$ cat config.mk
export PLATFORM = sky130hd
export DESIGN_NAME = plik_cfg
export DESIGN_NICKNAME = d
export VERILOG_FILES = /design/src/rtl/plik_pkg.sv /design/src/rtl/plik_cfg.sv
export SDC_FILE = /design/constraint.sdc
export NUM_CORES = 1
export LEC_CHECK = 0
export BUFFER_PORTS_ARGS = -buffer_cell sky130_fd_sc_hd__buf_2
export CELL_PAD_IN_SITES_DETAIL_PLACEMENT = 0
export CELL_PAD_IN_SITES_GLOBAL_PLACEMENT = 1
export CORE_ASPECT_RATIO = 1.5
export CORE_MARGIN = 5
export CORE_UTILIZATION = 38
export CTS_CLUSTER_DIAMETER = 30
export CTS_CLUSTER_SIZE = 16
export DETAILED_ROUTE_END_ITERATION = 6
export PLACE_DENSITY_LB_ADDON = 0.1
export SYNTH_ARGS = -nofsm -noshare
export SYNTH_HDL_FRONTEND = slang
export SYNTH_SLANG_ARGS = --single-unit
$ cat constraint.sdc
create_clock -name clk -period 1 [get_ports clk]
set_clock_uncertainty 0.1 [all_clocks]
set_input_delay 0.25 -clock clk [delete_from_list [all_inputs] [get_ports clk]]
set_output_delay 0.25 -clock clk [all_outputs]
set_load 0.005 [all_outputs]
$ cat src/rtl/plik_pkg.sv
`timescale 1ns / 1ps
// ----------------------------------------------------------------------------
// plik_pkg
// Types, widths, angle constants and codes shared by the three-link
// inverse kinematics solver.
// ----------------------------------------------------------------------------
package plik_pkg;

    localparam int JOINTS = 3;

    localparam int ZW   = 30;
    localparam int XW   = 33;
    localparam int CW   = 18;
    localparam int SSW  = 19;
    localparam int LW   = 35;
    localparam int EW   = 22;
    localparam int ESW  = 46;
    localparam int JW   = 21;
    localparam int AW   = 44;
    localparam int GW   = 25;
    localparam int PW   = 50;
    localparam int DW   = 51;
    localparam int WPW  = 47;
    localparam int WW   = 48;
    localparam int NW   = 64;
    localparam int DSW  = PW + 32;
    localparam int QW   = 32;
    localparam int UW   = 33;
    localparam int SPW  = 54;
    localparam int SJW  = 40;
    localparam int GPW  = 57;
    localparam int QSW  = 39;

    localparam logic signed [ZW-1:0] ANG_PI       = 30'sd52707179;
    localparam logic signed [ZW-1:0] NEG_PI       = -30'sd52707179;
    localparam logic signed [ZW-1:0] ANG_HALF_PI  = 30'sd26353589;
    localparam logic signed [ZW-1:0] NEG_HALF_PI  = -30'sd26353589;
    localparam logic signed [ZW-1:0] ANG_TWO_PI   = 30'sd105414357;
    localparam logic signed [XW-1:0] CORDIC_START = 33'sd652032874;

    localparam logic [1:0] ST_CONVERGED = 2'd0;
    localparam logic [1:0] ST_LIMIT     = 2'd1;
    localparam logic [1:0] ST_SINGULAR  = 2'd2;

    localparam logic [7:0] REG_STEP_GAIN       = 8'd0;
    localparam logic [7:0] REG_ERROR_TOLERANCE = 8'd1;
    localparam logic [7:0] REG_ITERATION_LIMIT = 8'd2;
    localparam logic [7:0] REG_LINK_LENGTH     = 8'd3;

    typedef enum logic [4:0] {
        OP_NONE, OP_LOAD, OP_ACC, OP_ZLOAD, OP_WRAP, OP_FOLD, OP_ROT, OP_SC,
        OP_SUMS, OP_ERR, OP_ESQ, OP_JAC, OP_GRAM, OP_ABC, OP_DET, OP_DET2,
        OP_W, OP_W2, OP_DIVI, OP_DIVS, OP_DIVE, OP_ST1, OP_ST2, OP_ST3, OP_ST4,
        OP_PUB
    } plik_op_t;

    typedef struct packed {
        plik_op_t   op;
        logic [1:0] joint;
        logic [4:0] step;
        logic       sel;
        logic       first;
        logic [1:0] code;
        logic [9:0] iters;
    } plik_cmd_t;

    typedef struct packed {
        logic z_wide;
        logic converged;
        logic singular;
    } plik_status_t;

    typedef struct packed {
        logic [15:0] step_gain;
        logic [12:0] error_tolerance;
        logic [9:0]  iteration_limit;
        logic [13:0] link_length;
    } plik_cfg_t;

    typedef struct packed {
        logic signed [15:0] start_angle_0;
        logic signed [15:0] start_angle_1;
        logic signed [15:0] start_angle_2;
        logic signed [15:0] goal_x;
        logic signed [15:0] goal_y;
    } plik_in_t;

    typedef struct packed {
        logic signed [15:0] joint_angle_0;
        logic signed [15:0] joint_angle_1;
        logic signed [15:0] joint_angle_2;
        logic [1:0]         solve_status;
        logic [9:0]         iterations_used;
    } plik_out_t;

    function automatic logic [23:0] atan_lookup(input logic [4:0] idx);
        logic [23:0] r;
        case (idx)
            5'd0:    r = 24'd13176795;
            5'd1:    r = 24'd7778716;
            5'd2:    r = 24'd4110060;
            5'd3:    r = 24'd2086331;
            5'd4:    r = 24'd1047214;
            5'd5:    r = 24'd524117;
            5'd6:    r = 24'd262123;
            5'd7:    r = 24'd131069;
            5'd8:    r = 24'd65536;
            5'd9:    r = 24'd32768;
            5'd10:   r = 24'd16384;
            5'd11:   r = 24'd8192;
            5'd12:   r = 24'd4096;
            5'd13:   r = 24'd2048;
            5'd14:   r = 24'd1024;
            5'd15:   r = 24'd512;
            5'd16:   r = 24'd256;
            5'd17:   r = 24'd128;
            5'd18:   r = 24'd64;
            5'd19:   r = 24'd32;
            5'd20:   r = 24'd16;
            5'd21:   r = 24'd8;
            5'd22:   r = 24'd4;
            5'd23:   r = 24'd2;
            default: r = 24'd0;
        endcase
        return r;
    endfunction

endpackage

$ cat src/rtl/plik_cfg.sv
`timescale 1ns / 1ps
// ----------------------------------------------------------------------------
// plik_cfg
// Configuration register file with a plain write port.
// ----------------------------------------------------------------------------
module plik_cfg import plik_pkg::*;
(
    input  logic        clk,
    input  logic        rst_n,
    input  logic        cfg_we,
    input  logic [7:0]  cfg_index,
    input  logic [15:0] cfg_data,
    output plik_cfg_t   cfg
);

    plik_cfg_t cfg_reg;

    always_ff @(posedge clk or negedge rst_n)
    begin
        if (!rst_n)
        begin
            cfg_reg.step_gain       <= 16'd655;
            cfg_reg.error_tolerance <= 13'd8;
            cfg_reg.iteration_limit <= 10'd200;
            cfg_reg.link_length     <= 14'd8192;
        end
        else if (cfg_we)
        begin
            case (cfg_index)
                REG_STEP_GAIN:       cfg_reg.step_gain       <= cfg_data;
                REG_ERROR_TOLERANCE: cfg_reg.error_tolerance <= cfg_data[12:0];
                REG_ITERATION_LIMIT: cfg_reg.iteration_limit <= cfg_data[9:0];
                REG_LINK_LENGTH:     cfg_reg.link_length     <= cfg_data[13:0];
                default:             ;
            endcase
        end
    end

    assign cfg = cfg_reg;

endmodule

---- Word level (Yosys, flattened, before mapping) ----
Index checks and enable logic that the tools add are counted.
word-level totals
  output and inout bits ................... 53
  bits of input ports ..................... 27
  bits in registers ....................... 53
cells by class
  equal/unequal tests ..................... 3
  reductions and logical operators ........ 5
operators with widths
  kind                                                 number
  equality test 8 x 2 -> 1 bit, second input constant  2
  equality test 8 x 1 -> 1 bit, second input constant  1
  zero test 8 bit                                      1
  AND reduction 2 bit                                  4

---- Depth between registers and ports, before layout ----
Gate-level depths: netlist (run 1).
  depth in word-level cells ............... 2
  depth in mapped cells ................... 5
  mapped depth without buffers ............ 3

---- Worst setup path before layout (run 1) ----
Ideal clock, no wire load.
  kind .................................... input to register
  from .................................... in cfg_index[6]
  to ...................................... reg cfg_reg, in the netlist cfg[41]
  required time ........................... 0.775 ns
  data arrival time ....................... 1.392 ns
  slack ................................... -0.616 ns
  path buffers ............................ 2
  stages on the path ...................... 5
  path through ............................ nor4b_4 -> and4bb_2 -> buf_4 -> buf_6 -> mux2_2
on the way
  longest elaborated chain between the ends .. 2
ends and longest elaborated chain
  item                           RTL line        source
  start, declared                plik_cfg.sv:11  input logic [7:0] cfg_index,
  zero test 8 bit                plik_cfg.sv:29  case (cfg_index)
  AND reduction 2 bit (no line)  n/a
  end, declared                  plik_cfg.sv:16  plik_cfg_t cfg_reg;
Every way passes these cells.
A chain may end at the register's enable or synchronous reset.

---- Worst setup path in the final report (run 1) ----
  from .................................... in cfg_index[6]
  to ...................................... reg cfg_reg, in the netlist cfg[18]
on the way
  longest elaborated chain between the ends .. 2
ends and longest elaborated chain
  item                           RTL line
  equality test 8 x 2 -> 1 bit   plik_cfg.sv:29
  AND reduction 2 bit (no line)  n/a
Every way passes these cells.

==> results of run 1 <==
==> critical path: stages <==
cell      delay [ns]
buf_6           0.10
nor4b_4         0.28
buf_4           0.16
nand4b_1        0.15
buf_6           0.19
mux2_4          0.29
==> cell usage after synthesis <==
cell and count:
nand4_1 1, buf_2 1, buf_4 2, nand4b_1 2
and4bb_2 1, buf_6 1, dfrtp_1 42, nor4b_4 1
mux2_2 53, dfstp_2 11, nor3_1 1, clkbuf_1 1
==> layer usage <==
layer,GRT usage [%],vias to the layer above,share of wire [%]
met4,3.98,0,1.2
met3,4.95,6,6.1
li1,-,626,-
met2,25.7,50,55
met1,16.3,704,38
met5,0,-,0
==> through the flow <==
step	setup WS [ns]	instance area (sq um)	util, %	power (uW)
after detailed placement	-0.755	2590	50.2	2720
after global routing	-0.393	2930	56.8	4160
after CTS	-0.327	2810	54.5	3990
final	-0.331	2930	56.8	3980
after floorplan	-0.582	2090	-	2470
after global placement	-0.713	2590	50.2	2710
==> what timing repair did <==
action,4_1_cts,5_1_grt
setup buffers,8,5
gates cloned,0,0
endpoints found under the hold margin,42,0
hold buffers,1,0
resized for setup,12,17
endpoints found under the setup margin,106,106
pin swaps,2,1
==> kinds of logic (layout without fill, tap and decap cells) <==
group	count (synthesis)	in the layout	synth area share (%)
buffers and inverters	5	109	1.72
flip-flops	53	53	65.8
multiplexers	53	53	29.3
AND/OR/NAND/NOR	6	6	3.19
==> final cells by class <==
class | instances | area [sq um] | share of cell area, %
clock inverter | 3 | 21.3 | 0.726
clock buffer | 5 | 68.8 | 2.35
multi-input combinational | 59 | 737 | 25.1
timing repair buffer | 101 | 679 | 23.2
sequential | 53 | 1340 | 45.7
tap | 68 | 85.1 | 2.90
==> worst min-delay path by stage <==
stage | slack [ns] | endpoint | from | cells after the start
after global routing | 0.06 | cfg[51] | cfg_data[14] | 2
after floorplan | -0.15 | cfg[0] | rst_n | 0
after CTS | 0.07 | cfg[51] | cfg_data[14] | 2
after global placement | 0.16 | cfg[1] | rst_n | 2
after detailed placement | 0.16 | cfg[15] | rst_n | 2
final | 0.07 | cfg[51] | cfg_data[14] | 2
==> report_power, final <==
part           switching [uW]  internal, uW
Combinational             176           267
Clock                     719           498
Sequential               54.4          2260
==> cells in the final DEF (no fill, tap or decap), types with 2 or more instances in the layout <==
cell type   n
buf_12      2
dfstp_2    11
clkbuf_8    5
mux2_4     17
mux2_2     36
nand4b_1    2
buf_4      13
dfrtp_1    42
buf_6      17
buf_2      68
==> results.cfg, run 1 <==
[worst_setup_path]
arrival_ns = 1.43
r2r-end = cfg[18]
crit-reg2reg-launch = cfg[18]
worstPathRequired_ns = 1.10
cp-endpoint = cfg[18]
crit_path_start = cfg_index[6]
critPathLaunchType = input port
ff2ff_path_depth = 3
r2r_slack_ns = -0.10
crit_type = input port to flop
cp-end-kind = flop
cp_max_fo = 6

[route]
vias_per_cell = 4.80
drc = 0
drt-total-wl_microns = 4880
ant_nets = 0
vias = 1386
wl_per_cell_microns = 16.9
drt-pass1-iter-count = 3
first_iter_violations = 24

[timing]
holdWs_ns = 0.0736
max_freq_ghz = 0.751
grt_setup_unrepaired = yes
fin_crit_sh_pct = 133
period_minus_slack_ns = 1.33
maxSlewViolCount = 0
setup_slack_ns = -0.331
hold_violations = 0
tightestPinTransition_ns = 0.282
setup_viol_count_final = 106
max-slew-margin-rel_pct = 81.2
fin_setup_tns_ns = -25.73

[clocking]
clock_sinks = 53
numCtsBuffers = 5
clkTransAtPathRegs_ns = 0.10
clockBufferDepth = 2
cts-htree-levels = 2
clk_latency_ns = 0.30
cts_tree = built
root_buffer = clkbuf_8

[cells_and_area]
largest_reg_flops = 53
fin_nets = 247
drive_above_1_share_pct = 79.2
syn2layout_area_growth_pct = 43.9
fillers = 449
diodes = 0
final_cells = 289

[place]
dp_hpwl_microns = 3490
gp_congestion = 0.774
dp.cells = 267
port_buffers = 79

[floorplanning]
core_sq_um = 5160
io_pins = 80
initial_utilization_pct = 39.4
dieArea_sq_um = 6950
die_y_microns = 99.7
placementRows = 32
fp.dieW_microns = 69.8

[run]
max_cap_violations = 0

[power_and_ir_drop]
p_per_area_nw_per_um2 = 1360
leakage_uw = 0.00161
ir_worst_vdd_mv = 0.879

[global_route]
grtUsageTotal_pct = 14.4
gr-total-overflow = 0
antenna_found_initial = 0
grt_pass1_wl_microns = 7910
grt_max_degree = 54
grt_pass1_vias = 1559

[logic_synthesis]
synthDistinctLibCells = 12
ys_ff_latch = 53
yosysSeqAreaShare_pct = 65.8
synth.top_cells.by_area = dfrtp_1, mux2_2, dfstp_2, nor4b_4, nand4b_1
yosys_warnings = 0
netlist_area_sq_um = 2040
synth.top_cell.area_share_pct = 51.6
synthCells = 117
syn_avg_cell_area_sq_um = 17.4
syn-num-nets = 144
yosysTopAreaCell = dfrtp_1

[run_status]
violations = setup timing
outcome = complete, but fails checks

[min_path]
min_path_type = input port to flop
Power figures use the tool's default switching activity.
==> run 2, diff against run 1 <==
- ABC_AREA: not set -> 1
- CORE_UTILIZATION: 38 -> 36
==> results.cfg, run 2 <==
[run_status]
outcome = complete, but fails checks
violations = setup timing

[floorplanning]
core_sq_um = 6220
placementRows = 35
dieArea_sq_um = 8160
io_pins = 80
die_y_microns = 108
initial_utilization_pct = 37.2
fp.dieW_microns = 75.5

[route]
ant_nets = 0
first_iter_violations = 119
drt-pass1-iter-count = 4
wl_per_cell_microns = 15.3
drt-total-wl_microns = 6670
vias = 2054
vias_per_cell = 4.71
drc = 0

[cells_and_area]
final_cells = 436
diodes = 0
mostFrequentLayoutCells = nand2_1, buf_2, nand3_1
drive_above_1_share_pct = 46.7
fin_nets = 388
largest_reg_flops = 53
syn2layout_area_growth_pct = 44.6
fin_area_sq_um = 3340
final_common_cell = nand2_1

[timing]
tightestPinTransition_ns = 0.295
max-slew-margin-rel_pct = 80.4
setup_slack_ns = -0.314
max_freq_ghz = 0.761
setup_viol_count_final = 54
grt_setup_unrepaired = yes
hold_violations = 0
fin_crit_sh_pct = 131
maxSlewViolCount = 0
period_minus_slack_ns = 1.31

[worst_setup_path]
path_buf_inv = 1
worstPathRequired_ns = 0.65
critPathLaunchType = flop
path_cells = buf_2
cp_max_fo = 2
cpPeakStageDelay_ns = 0.55
cp-end-kind = output port
slowest_stage = dfstp_2
arrival_ns = 0.96
crit_type = flop to output port
cpLargestDelayFamily = flip-flops

[logic_synthesis]
syn_avg_cell_area_sq_um = 9.37
yosys_warnings = 0
synth_edf_count = 0
synth.top_cells.by_area = dfrtp_1, nand2_1, dfstp_2, nand3_1, buf_6
synthCells = 247
yosysTopAreaCell = dfrtp_1
ys_ff_latch = 53
synthFlopType = dfrtp_1
netlist_area_sq_um = 2310
synthDistinctLibCells = 17
yosysSeqAreaShare_pct = 57.9
syn-num-nets = 274
async_flop_share_pct = 100
synthTopCellsByCount = nand2_1, nand3_1, dfrtp_1
synth_most_common_cell = nand2_1
synth.top_cell.area_share_pct = 45.4

[clocking]
clkTransAtPathRegs_ns = 0.10
clock_sinks = 53
cts_tree = built
numCtsBuffers = 5
cts-htree-levels = 2
clockBufferDepth = 2
clk_latency_ns = 0.30
root_buffer = clkbuf_8

[power_and_ir_drop]
p_per_area_nw_per_um2 = 1220
p_int_uw = 3010
leakage_uw = 0.00194
sw_frac_of_total_pct = 26.3
ir_worst_vdd_mv = 0.863
p_comb_share_pct = 14.1
seqPwrFrac_pct = 56.6
power_switching_uw = 1080
power_uw = 4090
p_clk_share_pct = 29.3

[min_path]
min_path_type = input port to flop

[run]
max_cap_violations = 0

[global_route]
antenna_found_initial = 0
grt_pass1_wl_microns = 10100
grt_max_degree = 54
grt_pass1_vias = 1980
gr-total-overflow = 0
grtUsageTotal_pct = 16.4

[place]
port_buffers = 79
place_area_sq_um = 2880
dpl_worst_slack_ns = -0.328
dp.cells = 399
dp_hpwl_microns = 4300
gp_congestion = 0.763
## run 2: through the flow
stage          hold slack (ns)  TNS (ns)  utilization [%]
6_report                0.0578    -10.65             53.8
3_3_place_gp             0.172    -14.27             46.2
4_1_cts                 0.0648    -11.08             49.8
5_1_grt                 0.0677    -12.56             53.8
3_5_place_dp             0.172    -15.23             46.2
2_1_floorplan           -0.146     -2.98                -
## run 2: routing by layer
metal  wire [microns]  global-route usage (%)  vias up
li1                 -                       -     1029
met1             2910                    22.5      961
met2             3280                    25.8       56
met3              400                    3.53        8
met4               77                    4.50        0
met5                0                       0        -
## run 2: kinds of logic after synthesis
kind of cell / share of synthesized area, %
buffers and inverters: 5.90
DFF: 57.9
and+or+nand+nor: 36.2
## run 2: final timing paths
| path | depth (start not counted) | slack (ns) | endpoint | startpoint |
|---|---|---|---|---|
| min reg2reg | 2 | 0.36 | cfg[39] | cfg[39] |
| min | 3 | 0.06 | cfg[52] | cfg_data[15] |
| max reg2reg | 4 | 0.07 | cfg[3] | cfg[3] |
| max | 1 | -0.31 | cfg[20] | cfg[20] |
| max in group asynchronous | 3 | 0.14 | cfg[21] | rst_n |
| min in group asynchronous | 3 | 0.35 | cfg[29] | rst_n |
## run 2: final cells by class
class	instances	area, sq um
Fill cell	613	2870
Sequential cell	53	1340
Multi-Input combinational cell	178	955
Timing Repair Buffer	117	833
Tap cell	74	92.6
Clock buffer	5	68.8
Inverter	6	37.5
Clock inverter	3	17.5
## run 2: power groups by stage
stage / Clock (uW) / Combinational (uW) / Sequential (uW)
floorplan: 0 / 166 / 2360
CTS: 1240 / 515 / 2310
finish: 1200 / 576 / 2320
detailed placement: 0 / 468 / 2360
global route: 1320 / 639 / 2330
global placement: 0 / 463 / 2360
## run 2: worst register-to-register path, delay by kind of cell (launching register included)
kind,cells,cell delay [ns]
buf+inv,2,0.25
simple gates,2,0.10
flops,1,0.39
## run 2: what timing repair did
action	CTS	global route
endpoints found under the hold margin	42	0
setup endpoints to repair	54	96
hold buffers	1	0
resized for setup	2	29
cloned	1	2
setup buffers	13	12
pin swaps	0	14
==> run 3, diff against run 2 <==
==> constraint.sdc (replaced) <==
create_clock -name clk -period 1.3 [get_ports clk]
set_clock_uncertainty 0.1 [all_clocks]
set_input_delay 0.195 -clock clk [delete_from_list [all_inputs] [get_ports clk]]
set_output_delay 0.195 -clock clk [all_outputs]
set_load 0.005 [all_outputs]
==> results.cfg, run 3 (synthesized netlist as in run 2, its figures left out) <==
[run_status]
outcome = finished clean

[place]
gp_congestion = 0.749
dp_hpwl_microns = 4310
place_area_sq_um = 2810
port_buffers = 79
dpl_worst_slack_ns = -0.0594

[cells_and_area]
diodes = 0
final_util_pct = 47.2
fin_area_sq_um = 2940
mostFrequentLayoutCells = nand2_1, buf_2, nand3_1
largest_reg_flops = 53
fin_nets = 358
final_common_cell = nand2_1
drive_above_1_share_pct = 37.3
syn2layout_area_growth_pct = 26.9

[global_route]
grtUsageTotal_pct = 15.4
gr-total-overflow = 0
grt_max_degree = 54
grt_pass1_vias = 1861
grt_pass1_wl_microns = 9610
antenna_found_initial = 0

[timing]
period_minus_slack_ns = 1.26
maxSlewViolCount = 0
fin_crit_sh_pct = 96.7
hold_violations = 0
fin_setup_tns_ns = 0
max_freq_ghz = 0.795
setup_slack_ns = 0.0425
max-slew-margin-rel_pct = 79.9
grt_setup_unrepaired = no
setup_viol_count_final = 0
tightestPinTransition_ns = 0.301

[route]
drt-pass1-iter-count = 4
vias_per_cell = 4.78
vias = 1941
drc = 0
wl_per_cell_microns = 15.0
first_iter_violations = 81
drt-total-wl_microns = 6100
ant_nets = 0

[worst_setup_path]
ff2ff_path_depth = 2
critPathLaunchType = flop
cpPeakStageDelay_ns = 0.55
cp-end-kind = output port
cpLargestDelayFamily = flip-flops
crit-reg2reg-launch = cfg[21]
worstPathRequired_ns = 1.00
r2r_slack_ns = 0.48
cp_max_fo = 2
path_buf_inv = 1
crit_type = flop to output port
r2r-end = cfg[21]
slowest_stage = dfstp_2
path_cells = buf_2
arrival_ns = 0.96

[clocking]
root_buffer = clkbuf_8
clkTransAtPathRegs_ns = 0.10
clk_latency_ns = 0.30
clockBufferDepth = 2
cts-htree-levels = 2
cts_tree = built
numCtsBuffers = 5
clock_sinks = 53

[min_path]
hold_path_end = cfg[51]
min_path_cells = 3
min_path_type = input port to flop
holdCritStartpoint = cfg_data[14]

[power_and_ir_drop]
p_per_area_nw_per_um2 = 1120
leakage_uw = 0.00176
power_uw = 3280
ir_worst_vdd_mv = 0.518

[run]
max_cap_violations = 0

[floorplanning]
io_pins = 80
die_y_microns = 108
core_sq_um = 6220
placementRows = 35
initial_utilization_pct = 37.2
fp.dieW_microns = 75.5
dieArea_sq_um = 8160
## run 3: cell count changes in the layout (fill, tap and decap cells not counted), sizes merged
cell	before	now
buf	115	88
clkinvlp	1	0
inv	5	6
clkinv	3	0
bufinv	0	1
clkbuf	6	7
nand3	59	57
## run 3: repair_timing
item | CTS | global route
gates resized for setup | 0 | 0
endpoints found under the hold margin | 42 | 0
hold buffers | 1 | 0
buffers inserted | 0 | 0
## run 3: worst max path at each step
stage / slack, ns / start / endpoint / cells after the start
5_1_grt: 0.008 / cfg[21] / cfg[21] / 1
4_1_cts: 0.03 / cfg[21] / cfg[21] / 1
3_3_place_gp: -0.02 / cfg_index[7] / cfg[29] / 7
2_1_floorplan: 0.22 / cfg_index[7] / cfg[26] / 7
3_5_place_dp: -0.06 / cfg_index[7] / cfg[33] / 7
6_report: 0.04 / cfg[21] / cfg[21] / 1
## run 3: area by class of cell
| type | instances | area [sq um] |
|---|---|---|
| clock buffers | 7 | 86.3 |
| clock inverters | 1 | 30.0 |
| fillers | 649 | 3280 |
| inverters | 6 | 27.5 |
| multi-input cells | 176 | 837 |
| flip-flops and latches | 53 | 1340 |
| well taps | 74 | 92.6 |
| repair buffers | 89 | 523 |
## run 3: report_power, final
part | internal, uW | switching (uW) | total [uW]
clock network | 629 | 535 | 1160
registers | 1740 | 42.0 | 1780
logic | 137 | 202 | 339
total | 2500 | 779 | 3280
## run 3: per-layer routing
layer | wire length (microns) | part of all wire [%] | track usage, %
met5 | 0 | 0 | 0
met4 | 72 | 1.2 | 4.13
met3 | 424 | 7.0 | 2.79
met2 | 3070 | 50 | 25.2
met1 | 2530 | 41 | 20.7
## run 3: through the flow
| stage | hold WS (ns) | instances |
|---|---|---|
| after CTS | 0.0131 | 406 |
| after global routing | 0.0129 | 406 |
| after detailed placement | 0.113 | 397 |
| after global placement | 0.115 | 397 |
| after floorplan | -0.201 | 247 |
| final | 0.0202 | 406 |
