$ cat config.mk
export PLATFORM = sky130hd
export DESIGN_NAME = plik_ctrl
export DESIGN_NICKNAME = d
export VERILOG_FILES = /design/src/rtl/plik_pkg.sv /design/src/rtl/plik_ctrl.sv
export SDC_FILE = /design/constraint.sdc
export NUM_CORES = 1
export LEC_CHECK = 0
export BUFFER_PORTS_ARGS = -buffer_cell sky130_fd_sc_hd__buf_4
export CAP_MARGIN = 20
export CORE_MARGIN = 2
export CORE_UTILIZATION = 50
export CTS_CLUSTER_SIZE = 20
export DETAILED_ROUTE_END_ITERATION = 16
export PLACE_DENSITY = 0.77
export SLEW_MARGIN = 20
export SYNTH_ARGS = -nofsm -noshare
export SYNTH_HDL_FRONTEND = slang
export SYNTH_SLANG_ARGS = --single-unit
$ cat constraint.sdc
create_clock -name clk -period 3.2 [get_ports clk]
set_input_delay 0.64 -clock clk [delete_from_list [all_inputs] [get_ports clk]]
set_output_delay 0.64 -clock clk [all_outputs]
set_load 0.02 [all_outputs]
$ cat src/rtl/plik_pkg.sv
`timescale 1ns / 1ps
// ----------------------------------------------------------------------------
// plik_pkg
// Types, widths, angle constants and codes shared by the three-link
// inverse kinematics solver.
// ----------------------------------------------------------------------------
package plik_pkg;

    localparam int JOINTS = 3;

    localparam int ZW   = 30;
    localparam int XW   = 33;
    localparam int CW   = 18;
    localparam int SSW  = 19;
    localparam int LW   = 35;
    localparam int EW   = 22;
    localparam int ESW  = 46;
    localparam int JW   = 21;
    localparam int AW   = 44;
    localparam int GW   = 25;
    localparam int PW   = 50;
    localparam int DW   = 51;
    localparam int WPW  = 47;
    localparam int WW   = 48;
    localparam int NW   = 64;
    localparam int DSW  = PW + 32;
    localparam int QW   = 32;
    localparam int UW   = 33;
    localparam int SPW  = 54;
    localparam int SJW  = 40;
    localparam int GPW  = 57;
    localparam int QSW  = 39;

    localparam logic signed [ZW-1:0] ANG_PI       = 30'sd52707179;
    localparam logic signed [ZW-1:0] NEG_PI       = -30'sd52707179;
    localparam logic signed [ZW-1:0] ANG_HALF_PI  = 30'sd26353589;
    localparam logic signed [ZW-1:0] NEG_HALF_PI  = -30'sd26353589;
    localparam logic signed [ZW-1:0] ANG_TWO_PI   = 30'sd105414357;
    localparam logic signed [XW-1:0] CORDIC_START = 33'sd652032874;

    localparam logic [1:0] ST_CONVERGED = 2'd0;
    localparam logic [1:0] ST_LIMIT     = 2'd1;
    localparam logic [1:0] ST_SINGULAR  = 2'd2;

    localparam logic [7:0] REG_STEP_GAIN       = 8'd0;
    localparam logic [7:0] REG_ERROR_TOLERANCE = 8'd1;
    localparam logic [7:0] REG_ITERATION_LIMIT = 8'd2;
    localparam logic [7:0] REG_LINK_LENGTH     = 8'd3;

    typedef enum logic [4:0] {
        OP_NONE, OP_LOAD, OP_ACC, OP_ZLOAD, OP_WRAP, OP_FOLD, OP_ROT, OP_SC,
        OP_SUMS, OP_ERR, OP_ESQ, OP_JAC, OP_GRAM, OP_ABC, OP_DET, OP_DET2,
        OP_W, OP_W2, OP_DIVI, OP_DIVS, OP_DIVE, OP_ST1, OP_ST2, OP_ST3, OP_ST4,
        OP_PUB
    } plik_op_t;

    typedef struct packed {
        plik_op_t   op;
        logic [1:0] joint;
        logic [4:0] step;
        logic       sel;
        logic       first;
        logic [1:0] code;
        logic [9:0] iters;
    } plik_cmd_t;

    typedef struct packed {
        logic z_wide;
        logic converged;
        logic singular;
    } plik_status_t;

    typedef struct packed {
        logic [15:0] step_gain;
        logic [12:0] error_tolerance;
        logic [9:0]  iteration_limit;
        logic [13:0] link_length;
    } plik_cfg_t;

    typedef struct packed {
        logic signed [15:0] start_angle_0;
        logic signed [15:0] start_angle_1;
        logic signed [15:0] start_angle_2;
        logic signed [15:0] goal_x;
        logic signed [15:0] goal_y;
    } plik_in_t;

    typedef struct packed {
        logic signed [15:0] joint_angle_0;
        logic signed [15:0] joint_angle_1;
        logic signed [15:0] joint_angle_2;
        logic [1:0]         solve_status;
        logic [9:0]         iterations_used;
    } plik_out_t;

    function automatic logic [23:0] atan_lookup(input logic [4:0] idx);
        logic [23:0] r;
        case (idx)
            5'd0:    r = 24'd13176795;
            5'd1:    r = 24'd7778716;
            5'd2:    r = 24'd4110060;
            5'd3:    r = 24'd2086331;
            5'd4:    r = 24'd1047214;
            5'd5:    r = 24'd524117;
            5'd6:    r = 24'd262123;
            5'd7:    r = 24'd131069;
            5'd8:    r = 24'd65536;
            5'd9:    r = 24'd32768;
            5'd10:   r = 24'd16384;
            5'd11:   r = 24'd8192;
            5'd12:   r = 24'd4096;
            5'd13:   r = 24'd2048;
            5'd14:   r = 24'd1024;
            5'd15:   r = 24'd512;
            5'd16:   r = 24'd256;
            5'd17:   r = 24'd128;
            5'd18:   r = 24'd64;
            5'd19:   r = 24'd32;
            5'd20:   r = 24'd16;
            5'd21:   r = 24'd8;
            5'd22:   r = 24'd4;
            5'd23:   r = 24'd2;
            default: r = 24'd0;
        endcase
        return r;
    endfunction

endpackage

$ cat src/rtl/plik_ctrl.sv
`timescale 1ns / 1ps
// ----------------------------------------------------------------------------
// plik_ctrl
// Sequencer for the solver: joint and CORDIC step loops, the divider bit
// loop, the stop tests and the result handshake.
// ----------------------------------------------------------------------------
module plik_ctrl import plik_pkg::*;
#(
    parameter int CORDIC_STEPS = 16
)
(
    input  logic         clk,
    input  logic         rst_n,
    input  logic         in_valid,
    output logic         in_ready,
    output logic         out_valid,
    input  logic         out_ready,
    input  logic [9:0]   iteration_limit,
    input  plik_status_t status,
    output plik_cmd_t    cmd
);

    typedef enum logic [4:0] {
        S_IDLE, S_CHECK, S_ACC, S_ZLOAD, S_WRAP, S_ROT, S_SC, S_SUMS, S_ERR,
        S_ESQ, S_CONV, S_JAC, S_GRAM, S_ABC, S_DET, S_DET2, S_SING, S_W, S_W2,
        S_DIVI, S_DIVS, S_DIVE, S_ST1, S_ST2, S_ST3, S_ST4, S_PUB
    } state_t;

    state_t     state_reg, state_next;
    logic [1:0] joint_reg, joint_next;
    logic [4:0] step_reg, step_next;
    logic       sel_reg, sel_next;
    logic       first_reg, first_next;
    logic [9:0] iter_reg, iter_next;
    logic [1:0] code_reg, code_next;
    logic       out_valid_reg, out_valid_next;
    plik_op_t   op;

    always_comb
    begin
        state_next     = state_reg;
        joint_next     = joint_reg;
        step_next      = step_reg;
        sel_next       = sel_reg;
        first_next     = first_reg;
        iter_next      = iter_reg;
        code_next      = code_reg;
        out_valid_next = out_valid_reg && !out_ready;
        op             = OP_NONE;
        case (state_reg)
            S_IDLE:
            begin
                if (in_valid)
                begin
                    op         = OP_LOAD;
                    iter_next  = '0;
                    state_next = S_CHECK;
                end
            end
            S_CHECK:
            begin
                joint_next = 2'd0;
                if (iter_reg < iteration_limit)
                    state_next = S_ACC;
                else
                begin
                    code_next  = ST_LIMIT;
                    state_next = S_PUB;
                end
            end
            S_ACC:
            begin
                op         = OP_ACC;
                state_next = S_ZLOAD;
            end
            S_ZLOAD:
            begin
                op         = OP_ZLOAD;
                state_next = S_WRAP;
            end
            S_WRAP:
            begin
                if (status.z_wide)
                    op = OP_WRAP;
                else
                begin
                    op         = OP_FOLD;
                    step_next  = '0;
                    state_next = S_ROT;
                end
            end
            S_ROT:
            begin
                op = OP_ROT;
                if (step_reg == 5'(CORDIC_STEPS - 1))
                    state_next = S_SC;
                else
                    step_next = step_reg + 5'd1;
            end
            S_SC:
            begin
                op = OP_SC;
                if (joint_reg == 2'(JOINTS - 1))
                    state_next = S_SUMS;
                else
                begin
                    joint_next = joint_reg + 2'd1;
                    state_next = S_ACC;
                end
            end
            S_SUMS:
            begin
                op         = OP_SUMS;
                state_next = S_ERR;
            end
            S_ERR:
            begin
                op         = OP_ERR;
                state_next = S_ESQ;
            end
            S_ESQ:
            begin
                op         = OP_ESQ;
                state_next = S_CONV;
            end
            S_CONV:
            begin
                joint_next = 2'd0;
                if (status.converged)
                begin
                    code_next  = ST_CONVERGED;
                    state_next = S_PUB;
                end
                else
                    state_next = S_JAC;
            end
            S_JAC:
            begin
                op = OP_JAC;
                if (joint_reg == 2'(JOINTS - 1))
                begin
                    joint_next = 2'd0;
                    state_next = S_GRAM;
                end
                else
                    joint_next = joint_reg + 2'd1;
            end
            S_GRAM:
            begin
                op = OP_GRAM;
                if (joint_reg == 2'(JOINTS - 1))
                    state_next = S_ABC;
                else
                    joint_next = joint_reg + 2'd1;
            end
            S_ABC:
            begin
                op         = OP_ABC;
                state_next = S_DET;
            end
            S_DET:
            begin
                op         = OP_DET;
                state_next = S_DET2;
            end
            S_DET2:
            begin
                op         = OP_DET2;
                state_next = S_SING;
            end
            S_SING:
            begin
                if (status.singular)
                begin
                    code_next  = ST_SINGULAR;
                    state_next = S_PUB;
                end
                else
                    state_next = S_W;
            end
            S_W:
            begin
                op         = OP_W;
                state_next = S_W2;
            end
            S_W2:
            begin
                op         = OP_W2;
                sel_next   = 1'b0;
                state_next = S_DIVI;
            end
            S_DIVI:
            begin
                op         = OP_DIVI;
                first_next = 1'b1;
                state_next = S_DIVS;
            end
            S_DIVS:
            begin
                op = OP_DIVS;
                if (first_reg)
                begin
                    first_next = 1'b0;
                    step_next  = 5'd31;
                end
                else if (step_reg == 5'd0)
                    state_next = S_DIVE;
                else
                    step_next = step_reg - 5'd1;
            end
            S_DIVE:
            begin
                op = OP_DIVE;
                if (!sel_reg)
                begin
                    sel_next   = 1'b1;
                    state_next = S_DIVI;
                end
                else
                begin
                    joint_next = 2'd0;
                    state_next = S_ST1;
                end
            end
            S_ST1:
            begin
                op         = OP_ST1;
                state_next = S_ST2;
            end
            S_ST2:
            begin
                op         = OP_ST2;
                state_next = S_ST3;
            end
            S_ST3:
            begin
                op         = OP_ST3;
                state_next = S_ST4;
            end
            S_ST4:
            begin
                op = OP_ST4;
                if (joint_reg == 2'(JOINTS - 1))
                begin
                    iter_next  = iter_reg + 10'd1;
                    state_next = S_CHECK;
                end
                else
                begin
                    joint_next = joint_reg + 2'd1;
                    state_next = S_ST1;
                end
            end
            S_PUB:
            begin
                if (!out_valid_reg || out_ready)
                begin
                    op             = OP_PUB;
                    out_valid_next = 1'b1;
                    state_next     = S_IDLE;
                end
            end
            default:
                state_next = S_IDLE;
        endcase
    end

    always_ff @(posedge clk or negedge rst_n)
    begin
        if (!rst_n)
        begin
            state_reg     <= S_IDLE;
            joint_reg     <= '0;
            step_reg      <= '0;
            sel_reg       <= 1'b0;
            first_reg     <= 1'b0;
            iter_reg      <= '0;
            code_reg      <= ST_CONVERGED;
            out_valid_reg <= 1'b0;
        end
        else
        begin
            state_reg     <= state_next;
            joint_reg     <= joint_next;
            step_reg      <= step_next;
            sel_reg       <= sel_next;
            first_reg     <= first_next;
            iter_reg      <= iter_next;
            code_reg      <= code_next;
            out_valid_reg <= out_valid_next;
        end
    end

    assign in_ready  = (state_reg == S_IDLE);
    assign out_valid = out_valid_reg;

    assign cmd.op    = op;
    assign cmd.joint = joint_reg;
    assign cmd.step  = step_reg;
    assign cmd.sel   = sel_reg;
    assign cmd.first = first_reg;
    assign cmd.code  = code_reg;
    assign cmd.iters = iter_reg;

endmodule

* After elaboration in Yosys (flattened, before gate mapping)
Index checks and enable logic that the tools add are counted.
Word-level totals: flip-flop bits (word level) 27, input port bits 17, output and inout port bits 28, word-level logic and storage cells 115
Operators by class: add/sub/neg operators 4, magnitude comparators 1, equal/unequal tests 44, muxes and demuxes 39, reductions and logical operators 19
Operator list (number):
- $pmux 5 s27 | 1
- $pmux 5 s24 | 1
- $mux 5 | 16
- $eq 5x5->1 const B | 11
- $eq 5x4->1 const B | 9
- $ne 2x2->1 const B | 15
- $eq 5x3->1 const B | 4
- $mux 10 | 2
- $pmux 10 s2 | 1
- $pmux 5 s3 | 1
- $mux 2 | 6
- $add 10x1->10 const B | 1
- $eq 5x2->1 const B | 2
- $logic_not 5->1 | 2
- $lt 10x10->1 | 1
- $pmux 2 s4 | 1
- $reduce_and 4->1 | 2
- $reduce_and 8->1 | 1
- $mux 3 | 2
- $pmux 2 s3 | 1
- $reduce_and 3->1 | 2
- $reduce_bool 2->1 | 3
- $reduce_bool 3->1 | 2
- $add 5x1->5 const B | 1
- 14 further kinds | 19

* Logic depth before layout (Yosys ltp)
Gate-level depths: netlist (run 1).
depth after elaboration 4, mapped depth 8, gate-level depth less buffers 8

* Worst setup path after synthesis (run 1)
OpenSTA, ideal clock, no wires.
path type register to output, start register state_reg[2], end output cmd[23] (netlist bit), data arrival time 1.989 ns, data required time 2.560 ns, path slack 0.571 ns, cell stages (with the launch flop) 7, cells stage by stage dfrtp_1 clkbuf_1 clkbuf_1 clkbuf_1 clkbuf_1 a21oi_1 a221oi_1
RTL lines:
- from (decl) | RTL line plik_ctrl.sv:29 | state_t state_reg, state_next;
- from (signal assigned) | RTL line plik_ctrl.sv:283 | state_reg <= state_next;
- to (decl) | RTL line plik_ctrl.sv:20 | output plik_cmd_t cmd

==> run metrics, run 1 <==
share of cells above drive strength 1=0.174; Resized cells post-CTS=0; FF-to-FF Start=joint_reg[0]$_DFFE_PN0P_; largest net degree at the start of global routing=37; sequential area share after synthesis=0.275; Distinct cells, synth=56; core area=4720 um2; H-tree levels=1; Hold Path Class=in2async; PortBufs=44; area grow syn2layout=15.9%; RSZ-0062 raised after global routing=false; initial DRC count=169; Final Hold Fails=0; Post-Synth Adder-Cell Area=0.0866; top cells by area, synth=dfrtp_1 27%, ha_1 8.7%, a21oi_1 5.7%; Synth Register Bits=27; Place WS=0.670 ns; fin nets=386; final cell count without fillers=418; final RePlAce weighted congestion=0.973; Via density=6.16; die width=74.1 um; most frequent cells after synthesis=34 x nor2_1, 28 x a21oi_1, 27 x dfrtp_1, 27 x nand2_1, 23 x o21ai_0; Final Critical Period=2.73 ns; all-layer global routing usage=0.236; maximum clock path buffer count=2; post-cts hold buffer count=0; Syn Nets=354; Slew headroom=0.515; LEAKAGE=1.30 nW; xor and xnor area share after synthesis=0.0321; Chip Height=74.1 um; status=completed; max-slew violation total from the final report=0; WHS=0.266 ns; CP Launch Type=flop; final setup fails=0; Placement Rows=25; Post-synth ARST share=1.00; IO Pins=45; TritonCTS buffer count=3; final worst-path cycle share=0.855; global route overflow=0; Inst Count DP=414; Starting Density=0.520; top-count cell post-synth=nor2_1; syn avg cell area=7.68 um2; total chip power=601 uW; largest family of logic cells by synthesized area=compound AO/OA/AOI/OAI gates; Arr. time, crit path=2.09 ns; max cap viols=0; first-pass GRT wire length=10.2 mm; Initial DRT Pass Iterations=5; Placed Area=2800 um2; met3 routed WL=571 um; Data required, critical path=2.56 ns; post-synthesis mux area share=0.0173; CTS tree=yes; wire per inst=15.2 um; Post-synth EDFFs=0; worst r2r path cells=8; Fin Clk Skew=0.00252 ns; DRT Wirelength=6.34 mm; Post-CTS Setup Inserts=0; max layer used=met4; f_max=366 MHz; Antenna Cells=0; CP Capture Type=output port; HPWL Detailed=4.47 mm; Worst Tran Pin Value=0.724 ns; simple-gate share of the synthesized area=0.234; largest fanout on the critical path=9; final worst slack=0.465 ns; M1 WL=2.76 mm; Clk Tree Root Cell=clkbuf_8; Reg2Reg Capture Point=state_reg[0]$_DFFE_PN0P_; setup TNS=0 ns; CP Class=reg2out; initial antenna violation count=0; FF-to-FF setup slack=0.87 ns; die area=5490 um2; Worst VDD drop=0.000153 V; Yosys warnings=0; vias in the first global route=2,197; Yosys top cell area share=0.275; Clock Latency Late Sink=0.27 ns; Clock Pin Slew Worst Setup and Hold Paths=0.10 ns; final instance area=2850 um2; compound-gate portion of the synthesized area=0.279; Via Count=2,575; Final Util=0.603; CTS sink cnt=27; post-synthesis cell area=2460 um2; Post-Syn Instances=320; post-synth top area cell=dfrtp_1; Top FF cell, synth=dfrtp_1; DRC Markers=0; Post-DRT Antenna Nets=0; max reg flops=10; pwr/cell area=211 nW/um2; routed length on met2=2.89 mm
[metal layers]
metal	global-route usage	vias up
met5	0	-
met4	0.0687	0
met3	0.0352	16
met2	0.381	126
met1	0.327	1214
li1	-	1219
[cells by family after synthesis]
| group | count (synthesis) |
|---|---|
| DFF | 27 |
| muxes | 4 |
| adders and majority gates | 17 |
| buffers and inverters | 43 |
| and+or+nand+nor | 114 |
| AOI/OAI and AO/OA | 106 |
| xor gates and xnor gates | 9 |
[final cells by class]
class,instances,area (um2)
inverters,20,75.1
fillers,428,1880
repair buffers,50,375
well taps,67,83.8
clock buffers,4,45.0
flip-flops and latches,27,676
multi-input cells,250,1590
[worst max-delay path: stages, from the launching register on]
cell      delay, ns
dfrtp_1        0.39
or4_4          0.59
nor3b_4        0.42
a21oi_1        0.12
o211ai_1       0.13
buf_4          0.17
[power by group]
group / total, mW / leakage [nW] / switching (mW) / internal, mW
Sequential: 0.347 / 0.327 / 0.00357 / 0.343
Clock: 0.200 / 0.0228 / 0.111 / 0.0894
Combinational: 0.0534 / 0.947 / 0.0268 / 0.0266
Total: 0.601 / 1.30 / 0.141 / 0.459
[cell usage in the layout (no fill, tap or decap), types with 2 or more instances in the layout]
cell type,count
buf_4,50
nor2_1,34
a21oi_1,28
nand2_1,27
dfrtp_1,27
o21ai_0,23
inv_1,18
ha_1,17
nand2b_1,11
xor2_1,8
nand4_1,7
and3_1,6
o31ai_1,6
nor3_1,6
o21ai_1,6
nor2b_1,5
nand3_1,5
o211ai_1,5
a31oi_1,5
a22o_1,3
a221oi_1,3
or3_1,3
a211oi_1,3
o21a_1,3
clkbuf_8,3
inv_2,2
o221ai_1,2
mux2i_1,2
nand3b_1,2
a32oi_1,2
o2bb2ai_1,2
o32a_1,2
a2111oi_0,2
a32o_1,2
[how the worst max path moves through the flow]
stage | startpoint | end | depth (start not counted)
after floorplan | state_reg[2]$_DFFE_PN0P_ | cmd[23] | 6
after global placement | iteration_limit[9] | state_reg[4]$_DFFE_PN0P_ | 9
after detailed placement | iteration_limit[9] | state_reg[3]$_DFFE_PN0P_ | 9
after CTS | state_reg[1]$_DFFE_PN0P_ | cmd[21] | 5
after global routing | state_reg[1]$_DFFE_PN0P_ | cmd[21] | 5
final | state_reg[1]$_DFFE_PN0P_ | cmd[21] | 5
Power figures use the tool's default switching activity.
==> run 2: changes to the inputs <==
--- a/config.mk
+++ b/config.mk
@@ -11,7 +11,7 @@
 export CORE_UTILIZATION = 50
 export CTS_CLUSTER_SIZE = 20
 export DETAILED_ROUTE_END_ITERATION = 16
-export PLACE_DENSITY = 0.77
+export PLACE_DENSITY = 0.8
 export SLEW_MARGIN = 20
 export SYNTH_ARGS = -nofsm -noshare
 export SYNTH_HDL_FRONTEND = slang
==> constraint.sdc (replaced) <==
create_clock -name clk -period 2.21 [get_ports clk]
set_input_delay 0.442 -clock clk [delete_from_list [all_inputs] [get_ports clk]]
set_output_delay 0.442 -clock clk [all_outputs]
set_load 0.02 [all_outputs]
==> run metrics, run 2 (same netlist as run 1, synthesis figures left out) <==
status=finished, violations left; violated checks=negative setup slack; internal power=665 uW; Worst VDD drop=0.000181 V; RSZ-0062 raised after global routing=true; final setup fails=1; wire per inst=15.1 um; Final Hold Fails=0; Worst Tran Pin Value=0.543 ns; Clock Pin Slew Worst Setup and Hold Paths=0.09 ns; Slew headroom=0.635; post-cts hold buffer count=0; initial antenna violation count=0; CP Launch Type=flop; Fin Clk Skew=0.00408 ns; Clk Tree Root Cell=clkbuf_8; HPWL Detailed=4.91 mm; final worst-path cycle share=1.00; DRT Wirelength=6.72 mm; sw power=200 uW; switching part of the total=0.231; area grow syn2layout=26.9%; final RePlAce weighted congestion=0.998; Seq pwr share=0.581; Clock power frac=0.330; most common cell after layout, fill and taps aside=buf_4; Initial DRT Pass Iterations=4; setup TNS=-0.00545 ns; CTS sink cnt=27; max cap viols=0; maximum clock path buffer count=2; global route overflow=0; TritonCTS buffer count=3; all-layer global routing usage=0.246; Inst Count DP=435; IO Pins=45; H-tree levels=1; Clock Latency Late Sink=0.27 ns; largest fanout on the critical path=12; fillcell total=426; DRC Markers=0; fin nets=413; Via density=5.86; combinational power share=0.089; Arr. time, crit path=1.77 ns; Antenna Cells=0; share of cells above drive strength 1=0.270; f_max=451 MHz; most frequent cells in the layout=74 x buf_4, 33 x nor2_1, 27 x nand2_1; Data required, critical path=1.77 ns; FF-to-FF setup slack=0.07 ns; Starting Density=0.520; die area=5490 um2; CP Capture Type=output port; pwr/cell area=277 nW/um2; max reg flops=10; core area=4720 um2; initial DRC count=168; vias in the first global route=2,330; PortBufs=44; Via Count=2,606; CTS tree=yes; final worst slack=-0.00545 ns; first-pass GRT wire length=10.6 mm; Post-DRT Antenna Nets=0; LEAKAGE=1.44 nW; CP Class=reg2out; Final Critical Period=2.22 ns; Placement Rows=25; max-slew violation total from the final report=0; die width=74.1 um; final cell count without fillers=445; largest net degree at the start of global routing=28; Hold Path Class=in2async; Chip Height=74.1 um; total chip power=865 uW
run 2: stage by stage:
stage	setup slack, ns	hold slack [ns]	utilization	area [um2]
floorplan	-0.0721	0.146	-	2470
global placement	0.0665	0.377	0.632	2980
detailed placement	-0.000431	0.380	0.632	2980
CTS	-0.00782	0.0780	0.647	3060
global route	-0.0995	0.0927	0.660	3120
finish	-0.00545	0.0713	0.660	3120
run 2: worst max-delay path, cell delays in order (launching register included):
cell and delay, ns:
dfrtp_2 0.50, or4_4 0.46, nor3b_4 0.22, a21oi_2 0.06, o211ai_1 0.10, buf_4 0.17
run 2: metal layers:
layer,part of all wire,routed length [um],vias up,GRT usage
met1,0.43,2880,1215,0.328
met4,0.021,142,0,0.0869
met2,0.49,3270,97,0.410
met3,0.063,422,19,0.0339
met5,0,0,-,0
li1,-,-,1275,-
run 2: worst paths after layout:
kind / from / endpoint / depth (start not counted)
worst max-delay path: state_reg[2]$_DFFE_PN0P_ / cmd[21] / 5
worst min-delay path: rst_n / step_reg[3]$_DFFE_PN0P_ / 1
worst max register to register: step_reg[0]$_DFFE_PN0P_ / state_reg[4]$_DFFE_PN0P_ / 8
worst min register to register: code_reg[0]$_DFFE_PN0P_ / code_reg[0]$_DFFE_PN0P_ / 2
max in group asynchronous: rst_n / state_reg[4]$_DFFE_PN0P_ / 1
min in group clk: status[0] / code_reg[1]$_DFFE_PN0P_ / 2
run 2: layout make-up:
| type | instances | area [um2] | share of cell area |
|---|---|---|---|
| clock buffer | 4 | 45.0 | 0.0144 |
| timing repair buffer | 77 | 602 | 0.193 |
| sequential | 27 | 679 | 0.218 |
| tap | 67 | 83.8 | 0.0269 |
| inverter | 20 | 78.8 | 0.0253 |
| multi-input combinational | 250 | 1630 | 0.522 |
run 2: what timing repair did:
item                       CTS  global route
pin swaps                    2             0
buffers inserted             2             4
resized for setup            6            10
setup endpoints to repair    4             5
run 2: power groups by stage:
stage / combinational, mW / sequential (mW) / clock, mW
6_report: 0.0769 / 0.502 / 0.286
5_1_grt: 0.0875 / 0.503 / 0.308
4_1_cts: 0.0781 / 0.502 / 0.294
3_5_place_dp: 0.0777 / 0.512 / 0
3_3_place_gp: 0.0755 / 0.512 / 0
2_1_floorplan: 0.0265 / 0.516 / 0
==> run 3: changes to the inputs <==
--- a/config.mk
+++ b/config.mk
@@ -11,7 +11,8 @@
 export CORE_UTILIZATION = 50
 export CTS_CLUSTER_SIZE = 20
 export DETAILED_ROUTE_END_ITERATION = 16
-export PLACE_DENSITY = 0.8
+export GPL_TIMING_DRIVEN = 0
+export PLACE_DENSITY = 0.77
 export SLEW_MARGIN = 20
 export SYNTH_ARGS = -nofsm -noshare
 export SYNTH_HDL_FRONTEND = slang
==> constraint.sdc (replaced) <==
create_clock -name clk -period 2.85 [get_ports clk]
set_input_delay 0.57 -clock clk [delete_from_list [all_inputs] [get_ports clk]]
set_output_delay 0.57 -clock clk [all_outputs]
set_load 0.02 [all_outputs]
==> run metrics, run 3 (same netlist as run 1, synthesis figures left out) <==
CP Capture Type=output port; largest fanout on the critical path=10; setup TNS=0 ns; post-cts hold buffer count=0; Post-DRT Antenna Nets=0; all-layer global routing usage=0.255; Final Util=0.622; fin nets=403; total chip power=676 uW; area grow syn2layout=19.6%; first-pass GRT wire length=11.0 mm; global route overflow=0; final setup fails=0; critical path launch point=state_reg[3]$_DFFE_PN0P_; die area=5490 um2; CP Launch Type=flop; Worst VDD drop=0.000184 V; largest net degree at the start of global routing=28; vias in the first global route=2,411; flip-flop and latch area=678 um2; final RePlAce weighted congestion=1.01; max reg flops=10; area occupied by multi-input gates=1590 um2; Clk Tree Root Cell=clkbuf_8; DRT Wirelength=6.66 mm; CTS sink cnt=27; core area=4720 um2; RSZ-0062 raised after global routing=false; final worst-path cycle share=0.955; f_max=367 MHz; Via Count=2,641; maximum clock path buffer count=2; wire per inst=15.3 um; worst r2r path cells=7; Worst Tran Pin Value=0.710 ns; Chip Height=74.1 um; PortBufs=44; FF-to-FF setup slack=0.48 ns; max cap viols=0; fillcell total=436; FF-to-FF Start=iter_reg[9]$_DFFE_PN0P_; Starting Density=0.520; Placement Rows=25; CP endpoint=cmd[22]; most frequent cells in the layout=48 x buf_4, 34 x nor2_1, 28 x a21oi_1; Clock Pin Slew Worst Setup and Hold Paths=0.09 ns; Fin Clk Skew=0.00252 ns; DRC Markers=0; TritonCTS buffer count=3; Clock Latency Late Sink=0.28 ns; share of cells above drive strength 1=0.204; Final Hold Fails=0; initial antenna violation count=0; max-slew violation total from the final report=0; CP Class=reg2out; HPWL Detailed=4.88 mm; Hold Path Class=in2async; CTS tree=yes; IO Pins=45; H-tree levels=1; most common cell after layout, fill and taps aside=buf_4; Arr. time, crit path=2.15 ns; Via density=6.07; pwr/cell area=230 nW/um2; Slew headroom=0.523; Final Critical Period=2.72 ns; die width=74.1 um; initial DRC count=185; Reg2Reg Capture Point=state_reg[4]$_DFFE_PN0P_; final cell count without fillers=435; Antenna Cells=0; LEAKAGE=1.35 nW; Data required, critical path=2.28 ns; Inst Count DP=431; Initial DRT Pass Iterations=5; status=completed
-- run 3: worst min path at each step --
stage          slack [ns]                      end  depth (start not counted)
6_report             0.19  step_reg[2]$_DFFE_PN0P_                          1
5_1_grt              0.21  step_reg[2]$_DFFE_PN0P_                          1
4_1_cts              0.20  step_reg[2]$_DFFE_PN0P_                          1
3_5_place_dp         0.50  code_reg[0]$_DFFE_PN0P_                          2
3_3_place_gp         0.48  code_reg[0]$_DFFE_PN0P_                          2
2_1_floorplan        0.27  code_reg[0]$_DFFE_PN0P_                          0
-- run 3: cell type report --
type	instances	share of cell area
multi-input combinational	250	0.542
buffer	21	0.0404
clock buffer	4	0.0153
tap	67	0.0285
timing repair buffer	46	0.117
sequential	27	0.231
inverter	20	0.0255
-- run 3: per-stage QoR --
| step | instance area, um2 | hold slack, ns | setup WS [ns] |
|---|---|---|---|
| global placement | 2870 | 0.482 | -0.0698 |
| floorplan | 2460 | 0.274 | 0.291 |
| global route | 2940 | 0.214 | 0.0112 |
| detailed placement | 2870 | 0.499 | -0.0306 |
| finish | 2940 | 0.190 | 0.128 |
| CTS | 2920 | 0.200 | 0.00431 |
-- run 3: timing repair --
item / CTS / global route
buffers inserted: 0 / 2
endpoints found under the hold margin: 0 / 0
pin swaps: 0 / 1
gates resized for setup: 6 / 8
endpoints found under the setup margin: 5 / 5
-- run 3: per-layer routing --
layer	global-route usage	routed length (um)
met1	0.341	2980
met2	0.416	3010
met3	0.0379	531
met4	0.101	138
met5	0	0
-- run 3: report_power, final --
| group | internal (mW) | switching (mW) | leakage (nW) |
|---|---|---|---|
| Clock | 0.101 | 0.126 | 0.0228 |
| Combinational | 0.0299 | 0.0299 | 1.01 |
| Sequential | 0.386 | 0.00401 | 0.326 |
-- run 3: critical path: stages, from the launching register on --
cell and delay, ns:
dfrtp_1 0.33, buf_2 0.19, clkbuf_2 0.26, buf_2 0.27, clkbuf_2 0.28, a22oi_1 0.12
o221ai_1 0.18, a21oi_1 0.06, buf_4 0.17
